**config.mk**
```make
export PLATFORM = sky130hd
export DESIGN_NAME = lcg_random_in_range_core
export DESIGN_NICKNAME = d
export VERILOG_FILES = /design/src/rtl/lcgrr_pkg.sv /design/src/rtl/lcgrr_lcg.sv /design/src/rtl/lcgrr_rem.sv /design/src/rtl/lcg_random_in_range_core.sv
export SDC_FILE = /design/constraint.sdc
export NUM_CORES = 1
export LEC_CHECK = 0
export ABC_AREA = 1
export BUFFER_PORTS_ARGS = -buffer_cell sky130_fd_sc_hd__buf_2
export CORE_MARGIN = 3
export CORE_UTILIZATION = 55
export CTS_BUF_LIST = sky130_fd_sc_hd__clkbuf_4 sky130_fd_sc_hd__clkbuf_8 sky130_fd_sc_hd__clkbuf_16
export CTS_CLUSTER_DIAMETER = 40
export CTS_CLUSTER_SIZE = 30
export DETAILED_ROUTE_END_ITERATION = 16
export MAX_ROUTING_LAYER = met4
export PLACE_DENSITY = 0.78
export RECOVER_POWER = 25
export SETUP_SLACK_MARGIN = 0.1
export SYNTH_ARGS = -nofsm -noshare
export SYNTH_HDL_FRONTEND = slang
export SYNTH_SLANG_ARGS = --single-unit
```
**constraint.sdc**
```tcl
create_clock -name clk -period 5.95 [get_ports clk]
set_input_delay 0.8925 -clock clk [delete_from_list [all_inputs] [get_ports clk]]
set_output_delay 0.8925 -clock clk [all_outputs]
set_load 0.03 [all_outputs]
```
**src/rtl/lcgrr_pkg.sv**
```systemverilog
// Package with shared constants and types for the bounded LCG random number core.
`timescale 1ns / 1ps

package lcgrr_pkg;

	localparam int unsigned WordW = 32;
	localparam int unsigned DrawW = 15;
	localparam int unsigned SpanW = DrawW + 1;
	localparam int unsigned AddrW = 3;
	localparam int unsigned CntW  = $clog2(DrawW + 1);

	localparam logic [WordW-1:0] LcgMul    = 32'd1103515245;
	localparam logic [WordW-1:0] LcgAdd    = 32'd12345;
	localparam logic [WordW-1:0] SeedReset = 32'd1;

	// Draw position inside the generator state: bits 30..16.
	localparam int unsigned DrawLsb = 16;

	// Word index of the seed register (byte address divided by four).
	localparam logic SeedIdx = 1'b0;

	typedef struct packed {
		logic busy;
		logic done;
	} div_stat_t;

endpackage

```
**src/rtl/lcgrr_lcg.sv**
```systemverilog
// Generator state, seed register and the multiply-add update of the LCG.
`timescale 1ns / 1ps

module lcgrr_lcg (
	input  logic                          clk,
	input  logic                          arst_n,
	input  logic                          seed_we,
	input  logic [lcgrr_pkg::WordW-1:0]   seed_wdata,
	input  logic                          advance,
	output logic [lcgrr_pkg::WordW-1:0]   seed,
	output logic [lcgrr_pkg::DrawW-1:0]   draw
);

	logic [lcgrr_pkg::WordW-1:0] seed_q;
	logic [lcgrr_pkg::WordW-1:0] state_q;
	logic [lcgrr_pkg::WordW-1:0] state_next;

	// Only the low word of the product is kept, which is the wrap modulo 2^32.
	assign state_next = lcgrr_pkg::WordW'(state_q * lcgrr_pkg::LcgMul) + lcgrr_pkg::LcgAdd;

	always_ff @(posedge clk or negedge arst_n) begin
		if (!arst_n) begin
			seed_q  <= lcgrr_pkg::SeedReset;
			state_q <= lcgrr_pkg::SeedReset;
		end else if (seed_we) begin
			seed_q  <= seed_wdata;
			state_q <= seed_wdata;
		end else if (advance) begin
			state_q <= state_next;
		end
	end

	assign seed = seed_q;
	assign draw = state_q[lcgrr_pkg::DrawLsb +: lcgrr_pkg::DrawW];

endmodule

```
**src/rtl/lcgrr_rem.sv**
```systemverilog
// Restoring remainder unit: one dividend bit per cycle, one shared subtract and compare.
`timescale 1ns / 1ps

module lcgrr_rem (
	input  logic                          clk,
	input  logic                          arst_n,
	input  logic                          start,
	input  logic [lcgrr_pkg::DrawW-1:0]   dividend,
	input  logic [lcgrr_pkg::SpanW-1:0]   divisor,
	output logic [lcgrr_pkg::SpanW-1:0]   remainder,
	output lcgrr_pkg::div_stat_t          stat
);

	logic [lcgrr_pkg::SpanW-1:0] rem_q;
	logic [lcgrr_pkg::DrawW-1:0] dvd_q;
	logic [lcgrr_pkg::CntW-1:0]  cnt_q;
	logic                        busy_q;
	logic                        done_q;
	logic [lcgrr_pkg::SpanW-1:0] trial;
	logic                        fits;

	// Bring down the next dividend bit, then subtract when the divisor fits.
	assign trial = {rem_q[lcgrr_pkg::SpanW-2:0], dvd_q[lcgrr_pkg::DrawW-1]};
	assign fits  = (trial >= divisor);

	always_ff @(posedge clk or negedge arst_n) begin
		if (!arst_n) begin
			busy_q <= 1'b0;
			done_q <= 1'b0;
			cnt_q  <= '0;
		end else begin
			done_q <= 1'b0;
			if (start) begin
				busy_q <= 1'b1;
				cnt_q  <= lcgrr_pkg::CntW'(lcgrr_pkg::DrawW);
			end else if (busy_q) begin
				cnt_q <= cnt_q - 1'b1;
				if (cnt_q == lcgrr_pkg::CntW'(1)) begin
					busy_q <= 1'b0;
					done_q <= 1'b1;
				end
			end
		end
	end

	always_ff @(posedge clk) begin
		if (start) begin
			rem_q <= '0;
			dvd_q <= dividend;
		end else if (busy_q) begin
			rem_q <= fits ? (trial - divisor) : trial;
			dvd_q <= {dvd_q[lcgrr_pkg::DrawW-2:0], 1'b0};
		end
	end

	assign remainder = rem_q;
	assign stat.busy = busy_q;
	assign stat.done = done_q;

endmodule

```
**src/rtl/lcg_random_in_range_core.sv**
```systemverilog
// Top level: bounded random integers from the 15-bit LCG, with APB seed port.
// Sequence: an accepted request passes the state update, divider load, the bit-serial
// remainder unit, the done handoff and the finish step before its result is registered.
// The next request is taken as soon as the current result sits in the output register;
// while the result side stalls, the finish step holds and no new request is taken.
// Reset: arst_n clears the sequencer and the output valid, and loads seed and state with 1.
`timescale 1ns / 1ps

module lcg_random_in_range_core (
	input  logic                          clk,
	input  logic                          arst_n,
	// APB-style configuration port
	input  logic                          psel,
	input  logic                          penable,
	input  logic                          pwrite,
	input  logic [lcgrr_pkg::AddrW-1:0]   paddr,
	input  logic [lcgrr_pkg::WordW-1:0]   pwdata,
	output logic [lcgrr_pkg::WordW-1:0]   prdata,
	output logic                          pready,
	// Request channel
	input  logic                          req_valid,
	output logic                          req_stall,
	input  logic signed [31:0]            range_low,
	input  logic signed [31:0]            range_high,
	// Result channel
	output logic                          rsp_valid,
	input  logic                          rsp_stall,
	output logic signed [31:0]            value,
	output logic                          range_error
);

	// One-hot sequencer states.
	typedef enum logic [4:0] {
		ST_IDLE   = 5'b00001,
		ST_ADV    = 5'b00010,
		ST_LOAD   = 5'b00100,
		ST_DIV    = 5'b01000,
		ST_FINISH = 5'b10000
	} seq_state_t;

	seq_state_t state_q;
	seq_state_t state_next;

	logic                          req_take;
	logic                          seed_we;
	logic [lcgrr_pkg::WordW-1:0]   seed;
	logic [lcgrr_pkg::DrawW-1:0]   draw;
	logic [lcgrr_pkg::SpanW-1:0]   remainder;
	lcgrr_pkg::div_stat_t          div_stat;

	// Request data captured at acceptance.
	logic signed [32:0]            diff;
	logic [lcgrr_pkg::WordW-1:0]   low_q;
	logic [lcgrr_pkg::SpanW-1:0]   span_q;
	logic                          err_q;
	logic                          wide_q;

	// Output register.
	logic                          rsp_valid_q;
	logic [lcgrr_pkg::WordW-1:0]   value_q;
	logic                          range_error_q;
	logic                          out_free;
	logic [lcgrr_pkg::SpanW-1:0]   offset;
	logic [lcgrr_pkg::WordW-1:0]   result;

	// The configuration port never waits. A write hits the seed when the word index matches;
	// the low byte-lane bits of the address are not decoded.
	assign pready  = 1'b1;
	assign seed_we = psel && penable && pwrite && (paddr[2] == lcgrr_pkg::SeedIdx);
	assign prdata  = (paddr[2] == lcgrr_pkg::SeedIdx) ? seed : '0;

	// The core works on one transaction at a time and takes a new one only from idle.
	assign req_stall = (state_q != ST_IDLE);
	assign req_take  = req_valid && !req_stall;

	// high - low is formed at 33 bits so that it never wraps. A negative difference means
	// an empty range. A difference of 32768 or more makes the span larger than any draw,
	// so the draw passes through the modulo unchanged. Otherwise the span fits 16 bits.
	assign diff = 33'(range_high) - 33'(range_low);

	always_ff @(posedge clk) begin
		if (req_take) begin
			low_q  <= range_low;
			err_q  <= diff[32];
			wide_q <= !diff[32] && (|diff[31:lcgrr_pkg::DrawW]);
			span_q <= diff[lcgrr_pkg::SpanW-1:0] + 1'b1;
		end
	end

	lcgrr_lcg u_lcg (
		.clk        (clk),
		.arst_n     (arst_n),
		.seed_we    (seed_we),
		.seed_wdata (pwdata),
		.advance    (state_q == ST_ADV),
		.seed       (seed),
		.draw       (draw)
	);

	// The divider is loaded from the freshly advanced state in the cycle after the update.
	lcgrr_rem u_rem (
		.clk       (clk),
		.arst_n    (arst_n),
		.start     (state_q == ST_LOAD),
		.dividend  (draw),
		.divisor   (span_q),
		.remainder (remainder),
		.stat      (div_stat)
	);

	// The result register may be reloaded when it is empty or being taken this cycle.
	assign out_free = !rsp_valid_q || !rsp_stall;

	always_comb begin
		state_next = state_q;
		case (state_q)
			ST_IDLE:   if (req_take) state_next = ST_ADV;
			ST_ADV:    state_next = ST_LOAD;
			ST_LOAD:   state_next = ST_DIV;
			ST_DIV:    if (div_stat.done) state_next = ST_FINISH;
			ST_FINISH: if (out_free) state_next = ST_IDLE;
			default:   state_next = ST_IDLE;
		endcase
	end

	always_ff @(posedge clk or negedge arst_n) begin
		if (!arst_n) begin
			state_q <= ST_IDLE;
		end else begin
			state_q <= state_next;
		end
	end

	// Final value: draw mod span plus the lower bound, wrapping at 32 bits. The true
	// result always lies inside the requested range, so the wrap never changes it.
	assign offset = wide_q ? {1'b0, draw} : remainder;
	assign result = low_q + {{(lcgrr_pkg::WordW - lcgrr_pkg::SpanW){1'b0}}, offset};

	always_ff @(posedge clk or negedge arst_n) begin
		if (!arst_n) begin
			rsp_valid_q <= 1'b0;
		end else if ((state_q == ST_FINISH) && out_free) begin
			rsp_valid_q <= 1'b1;
		end else if (!rsp_stall) begin
			rsp_valid_q <= 1'b0;
		end
	end

	always_ff @(posedge clk) begin
		if ((state_q == ST_FINISH) && out_free) begin
			value_q       <= err_q ? '0 : result;
			range_error_q <= err_q;
		end
	end

	assign rsp_valid   = rsp_valid_q;
	assign value       = value_q;
	assign range_error = range_error_q;

endmodule
```
==> flow_summary_export.csv, run 1 <==
group,metric,value,unit
clocking,clock_latency,480,ps
critical_path,critPathMaxFanout,5,
logic_synthesis,synthTopCellsByArea,"fa_1, ha_1, edfxtp_1, inv_1, dfrtp_1",
routing,ant_nets,0,
logic_synthesis,synth_top_cell_area_share,0.170,
sta,max_freq,158,MHz
logic_synthesis,synth_flop_cell,"edfxtp_1",
sta,finalClockSkew,29.5,ps
run,cap_violations,1,
clocking,clk_pin_slew,90,ps
layout,num_antenna_cells,0,
layout,fill_cells,3060,
routing,dr_total_vias,18600,
sta,finalWorstSetupSlack,-368,ps
floorplanning,start_util,0.566,
sta,hold_viol_final,0,
global_route,grt_usage,0.321,
logic_synthesis,synth.largest_area_cell,"fa_1",
logic_synthesis,postSynthCellCount,2652,
critical_path,crit_required,6320,ps
critical_path,cp-end-kind,"flop",
routing,wirelength,62500,um
critical_path,slowest_stage,"fa_2",
layout,drive_gt1_frac,0.191,
logic_synthesis,synth.distinct_cells,53,
placed_design,place.gp.congestion,0.963,
routing,vias_per_cell,5.30,
routing,routedWlPerCell,17.8,um
critical_path,crit_top_cell,"inv_2",
logic_synthesis,synth_area,0.0210,mm^2
clocking,cts_max_level,4,
sta,setup_violations,16,
layout,nets,3534,
sta,slew_violations,76,
clocking,cts_buffers,17,
logic_synthesis,synth_top_cells_by_count,"inv_1, nand2_1, ha_1",
floorplanning,boundaryPins,174,
routing,drtIter0Drc,1329,
logic_synthesis,ys_async_sr_fraction,0.397,
routing,drc_errors,0,
logic_synthesis,synth_edf_count,98,
floorplanning,chipHeight,201,um
critical_path,cp_slowest_stage_delay,560,ps
placed_design,dp_hpwl,52200,um
clocking,cts_root_buffer,"clkbuf_16",
sta,fin_crit_sh,1.06,
logic_synthesis,yosysWarnings,0,
sta,layout_min_cycle_time,6320,ps
clocking,cts_tree,"yes",
critical_path,critPathLaunchType,"flop",
global_route,antenna_found_initial,0,
logic_synthesis,ys_seq_area_frac,0.245,
global_route,first_global_vias,19500,
sta,relSlewSlack,-1.78,
floorplanning,rows,70,
floorplanning,core_area,0.0371,mm^2
logic_synthesis,ys_ff_latch,189,
critical_path,cp.arrival,6690,ps
routing,drt-pass1-iter-count,6,
placed_design,port-buffer-count,170,
clocking,numClockSinks,189,
logic_synthesis,syn_nets,3200,
clocking,cts.path.max_buffers,2,
sta,tightestPinTransition,4170,ps
hold_path,holdCritPathClass,"reg -> reg",
status,violations,"capacitance limit, slew limit, setup timing",
placed_design,placed_area,0.0238,mm^2
critical_path,path_class,"reg -> reg",
status,status,"finished with violations",
logic_synthesis,syn_area_per_cell,7.92,um^2
layout,final_area,0.0253,mm^2
global_route,grt_max_degree,76,
global_route,overflow,0,
logic_synthesis,synth.most_common_cell,"inv_1",
floorplanning,die_area,0.0406,mm^2
sta,rsz0062_at_grt,"yes",
floorplanning,die_x,201,um
global_route,grt_pass1_wl,100000,um
layout,area_growth,20.4,%
stage by stage:
| step | util | std cells | setup WS (ps) | hold slack, ps | setup TNS (ps) |
|---|---|---|---|---|---|
| finish | 0.681 | 3503 | -368 | 489 | -2980 |
| detailed placement | 0.640 | 3455 | -508 | 476 | -5870 |
| floorplan | - | 2652 | 94.0 | 451 | 0 |
| CTS | 0.676 | 3503 | -248 | 486 | -2370 |
| global placement | 0.640 | 3455 | -385 | 468 | -4530 |
| global route | 0.681 | 3503 | -504 | 513 | -6490 |
cell families after synthesis:
group | share of synthesized area
and+or+nand+nor | 0.170
buffers and inverters | 0.129
adders and majority gates | 0.327
AOI/OAI and AO/OA | 0.0993
DFF | 0.245
xor gates and xnor gates | 0.0301
other | 0.000178
cell type report:
cell class | instances | area, um^2 | share of cell area
Clock buffer | 19 | 464 | 0.0184
Clock inverter | 13 | 139 | 0.00549
Inverter | 684 | 2570 | 0.102
Multi-Input combinational cell | 1743 | 14100 | 0.558
Sequential cell | 189 | 5160 | 0.204
Tap cell | 504 | 631 | 0.0249
Timing Repair Buffer | 351 | 2210 | 0.0873
worst max-delay path: cells and delay by family (launching register included):
family          cells  cell delay [ps]
simple gates        9              990
xor+xnor            1              120
flops               1              490
buf+inv             8              530
fa+ha+maj           9             3780
compound gates      2              280
sequential cells by signal, indices dropped and copies added, names as in the netlist:
register	cells
u_lcg.seed	32
low_q	32
rsp_valid	1
u_rem.done_q	1
u_rem.remainder	16
range_error	1
wide_q	1
span_q	16
u_rem.dvd_q	15
err_q	1
state_q	5
u_rem.cnt_q	4
u_lcg.state_q	31
value	32
u_rem.busy_q	1
metal layers:
layer	GRT usage	routed length, um
met4	0.173	3920
met1	0.375	24800
met5	-	0
met3	0.0380	2670
met2	0.546	31100
cell usage in the layout, fill, tap and decap left out, types with 98 or more instances in the layout:
cell type,Yosys,final
inv_1,681,657
buf_4,1,173
nand2_1,473,449
o21ai_0,147,126
nor2_1,188,173
fa_1,178,173
edfxtp_1,98,98
a21oi_1,153,125
buf_2,3,137
ha_1,264,230
worst paths after layout:
kind                       depth (start not counted)             endpoint                start  slack [ps]
max                                               29    u_lcg.state_q[29]     u_lcg.state_q[7]        -370
min                                                2  u_rem.remainder[15]  u_rem.remainder[15]         490
max reg2reg                                       29    u_lcg.state_q[29]     u_lcg.state_q[7]        -370
min reg2reg                                        2  u_rem.remainder[15]  u_rem.remainder[15]         490
max in group asynchronous                          1    u_lcg.state_q[15]               arst_n        1420
min in group asynchronous                          1        u_lcg.seed[7]               arst_n        1860
what timing repair did:
| action | 4_1_cts | 5_1_grt |
|---|---|---|
| setup buffers | 16 | 0 |
| gates resized for setup | 149 | 56 |
| endpoints found under the setup margin | 19 | 20 |
| cloned | 0 | 0 |
| hold buffers | 0 | 0 |
| pin swaps | 81 | 42 |
Power of run 1 is left out: the tool's default activity adds up to more than one toggle a clock period on the data nets, which glitch-free logic cannot reach.
==> run 2, diff against run 1 <==
--- a/config.mk
+++ b/config.mk
@@ -5,7 +5,6 @@
 export SDC_FILE = /design/constraint.sdc
 export NUM_CORES = 1
 export LEC_CHECK = 0
-export ABC_AREA = 1
 export BUFFER_PORTS_ARGS = -buffer_cell sky130_fd_sc_hd__buf_2
 export CORE_MARGIN = 3
 export CORE_UTILIZATION = 55
==> run 2 against run 1 <==
Compared with the run above:
- the run still ends with capacitance limit, slew limit, setup timing left
- clock skew down 17 ps
- critical path depth shrank 5
- via count shrank 12%
- non-clock buffer count is 5 lower
- register-to-register slack worse by 140 ps
- critical endpoint is now u_lcg.state_q[27]
- synthesized cell count is 18% lower
- design area decreased by 5.1%
- largest cell class unchanged
- synthesized area down 5.0%
- sequential cell count stayed put
- highest routed layer unchanged
- count of clock-buffer cells in the layout shrank 1
==> flow_summary_export.csv, run 2 <==
group,metric,value,unit
critical_path,cp_num_buf_inv,8,
routing,drc_errors,0,
critical_path,critPathMaxFanout,4,
placed_design,port-buffer-count,170,
placed_design,dp_hpwl,45800,um
routing,vias_per_cell,5.53,
clocking,cts_buffers,17,
layout,final_common_cell,"inv_1",
floorplanning,start_util,0.560,
hold_path,holdCritPathClass,"reg -> reg",
floorplanning,die_x,196,um
global_route,first_global_vias,16800,
logic_synthesis,synthTopCellsByArea,"fa_1, ha_1, edfxtp_1, inv_1, dfrtp_1",
sta,max_freq,155,MHz
global_route,grt.busiest_layer,"met2",
logic_synthesis,synth.most_common_cell,"inv_1",
critical_path,path_class,"reg -> reg",
floorplanning,boundaryPins,174,
logic_synthesis,ys_async_sr_fraction,0.397,
routing,wirelength,56700,um
status,violations,"capacitance limit, slew limit, setup timing",
floorplanning,core_area,0.0357,mm^2
logic_synthesis,synth_edf_count,98,
routing,drtIter0Drc,1140,
critical_path,critPathLaunchType,"flop",
layout,final_area,0.0240,mm^2
global_route,grt_pass1_wl,87700,um
floorplanning,chipHeight,196,um
sta,finalClockSkew,12.9,ps
global_route,grt_usage,0.299,
global_route,overflow,0,
critical_path,cp.arrival,6800,ps
logic_synthesis,synth.distinct_cells,83,
logic_synthesis,syn_nets,2713,
floorplanning,die_area,0.0386,mm^2
critical_path,worst-r2r-cell-count,24,
global_route,use_met1,0.344,
logic_synthesis,ys_seq_area_frac,0.258,
layout,drive_gt1_frac,0.211,
placed_design,place.gp.congestion,1.03,
layout,final_cell_mix,"inv_1, ha_1, nand2_1, fa_1, buf_4",
clocking,cts.path.max_buffers,2,
sta,rsz0062_at_grt,"yes",
global_route,grt_util_met3,0.0356,
sta,finalWorstSetupSlack,-510,ps
sta,setup_violations,15,
global_route,antenna_found_initial,0,
layout,num_antenna_cells,0,
layout,nets,3034,
logic_synthesis,synth_flop_cell,"edfxtp_1",
logic_synthesis,syn_area_per_cell,9.22,um^2
sta,layout_min_cycle_time,6460,ps
placed_design,placed_area,0.0227,mm^2
logic_synthesis,postSynthCellCount,2165,
critical_path,cp.depth,24,
logic_synthesis,synth_area,0.0200,mm^2
status,status,"finished with violations",
layout,fill_cells,2722,
logic_synthesis,yosysWarnings,0,
run,cap_violations,1,
placed_design,dp_slack,-526,ps
logic_synthesis,ys_ff_latch,189,
critical_path,cp_cell_sequence,"ha_4 > fa_2 > inv_2 > fa_2 > fa_1 > inv_2 > ha_4 > inv_2 > fa_1 > inv_2 > fa_1 > inv_1 > fa_1 > inv_2 > ha_4 > buf_6 > or3_4 > o21ba_4 > a221oi_4 > o21ai_1 > nor2_1 > buf_4 > xor2_1 > o211ai_1",
routing,dr_total_vias,16400,
clocking,numClockSinks,189,
sta,fin_crit_sh,1.09,
sta,slew_violations,76,
critical_path,crit_required,6290,ps
sta,hold_viol_final,0,
critical_path,slowest_stage,"fa_2",
critical_path,cp_top_family,"adder cells",
layout,area_growth,20.3,%
critical_path,cp_slowest_stage_delay,580,ps
logic_synthesis,synth_top_cell_area_share,0.179,
clocking,cts_max_level,4,
layout,fin_util,0.673,
clocking,cts_hold_repair.buffers,0,
hold_path,min_path_cells,2,
clocking,clock_latency,470,ps
routing,routedWlPerCell,19.2,um
clocking,clk_pin_slew,80,ps
routing,ant_nets,0,
routing,drt-pass1-iter-count,5,
clocking,cts_tree,"yes",
logic_synthesis,synth_top_cells_by_count,"inv_1, ha_1, nand2_1",
critical_path,crit_top_cell,"inv_2",
sta,hold_ws,464,ps
global_route,grt.met2_usage,0.524,
floorplanning,rows,69,
logic_synthesis,synth.largest_area_cell,"fa_1",
clocking,cts_root_buffer,"clkbuf_16",
global_route,grt_max_degree,76,
critical_path,cp-end-kind,"flop",
sta,tightestPinTransition,4560,ps
sta,relSlewSlack,-2.04,
[run 2: cell types whose count changed in the layout (fill, tap and decap cells not counted), sizes merged, moves of 20 or more]
cell	delta
a211oi	+20
a21oi	-53
inv	-200
nand2	-284
nand2b	+25
nand3	-66
nor2	-79
nor2b	+42
o21ai	-62
xnor2	+34
xor2	+21
[run 2: stage by stage]
stage	cells	TNS (ps)
4_1_cts	2947	-4250
3_3_place_gp	2906	-4830
2_1_floorplan	2165	-162
6_report	2960	-5710
5_1_grt	2960	-8790
3_5_place_dp	2906	-5600
[run 2: path summary, 6_finish.rpt]
check	startpoint	slack (ps)	to
worst max-delay path	u_lcg.state_q[8]	-510	u_lcg.state_q[27]
worst min-delay path	u_lcg.seed[0]	460	u_lcg.seed[0]
worst max register to register	u_lcg.state_q[8]	-510	u_lcg.state_q[27]
worst min register to register	u_lcg.seed[0]	460	u_lcg.seed[0]
max in group asynchronous	arst_n	990	u_lcg.state_q[16]
min in group asynchronous	arst_n	2040	u_lcg.seed[7]
[run 2: cells by family after synthesis]
group / Yosys count / synth area share
buffers and inverters: 530 / 0.102
adder cells (fa/ha/maj): 442 / 0.344
flip-flops: 189 / 0.258
AND/OR/NAND/NOR: 523 / 0.124
AO/OA/AOI/OAI: 327 / 0.103
other: 1 / 0.000188
multiplexers: 30 / 0.0160
XOR/XNOR: 123 / 0.0540
[run 2: routing by layer]
metal	vias to the layer above	share of wire
met3	172	0.048
met1	7987	0.38
li1	7640	-
met2	566	0.51
met5	-	0
met4	0	0.056
[run 2: timing repair]
item	in CTS	in global routing
pin swaps	44	63
setup endpoints to repair	19	19
resized for setup	45	65
setup buffers	9	14
[run 2: area by class of cell]
class / instances / area [um^2] / share of cell area
inverters: 486 / 1820 / 0.0760
multi-input cells: 1446 / 13700 / 0.569
well taps: 461 / 577 / 0.0240
clock buffers: 18 / 433 / 0.0180
repair buffers: 346 / 2180 / 0.0907
clock inverters: 14 / 174 / 0.00724
flip-flops and latches: 189 / 5160 / 0.215
[run 2: worst register-to-register path, stage by stage (launching register included)]
cell and delay [ps]:
dfrtp_2 490, ha_4 300, fa_2 580, inv_2 50
fa_2 430, fa_1 550, inv_2 60, ha_4 260
inv_2 40, fa_1 540, inv_2 40, fa_1 510
inv_1 50, fa_1 490, inv_2 50, ha_4 170
buf_6 120, or3_4 360, o21ba_4 260, a221oi_4 300
o21ai_1 90, nor2_1 190, buf_4 140, xor2_1 160
o211ai_1 100
Power of run 2 is left out for the same reason.
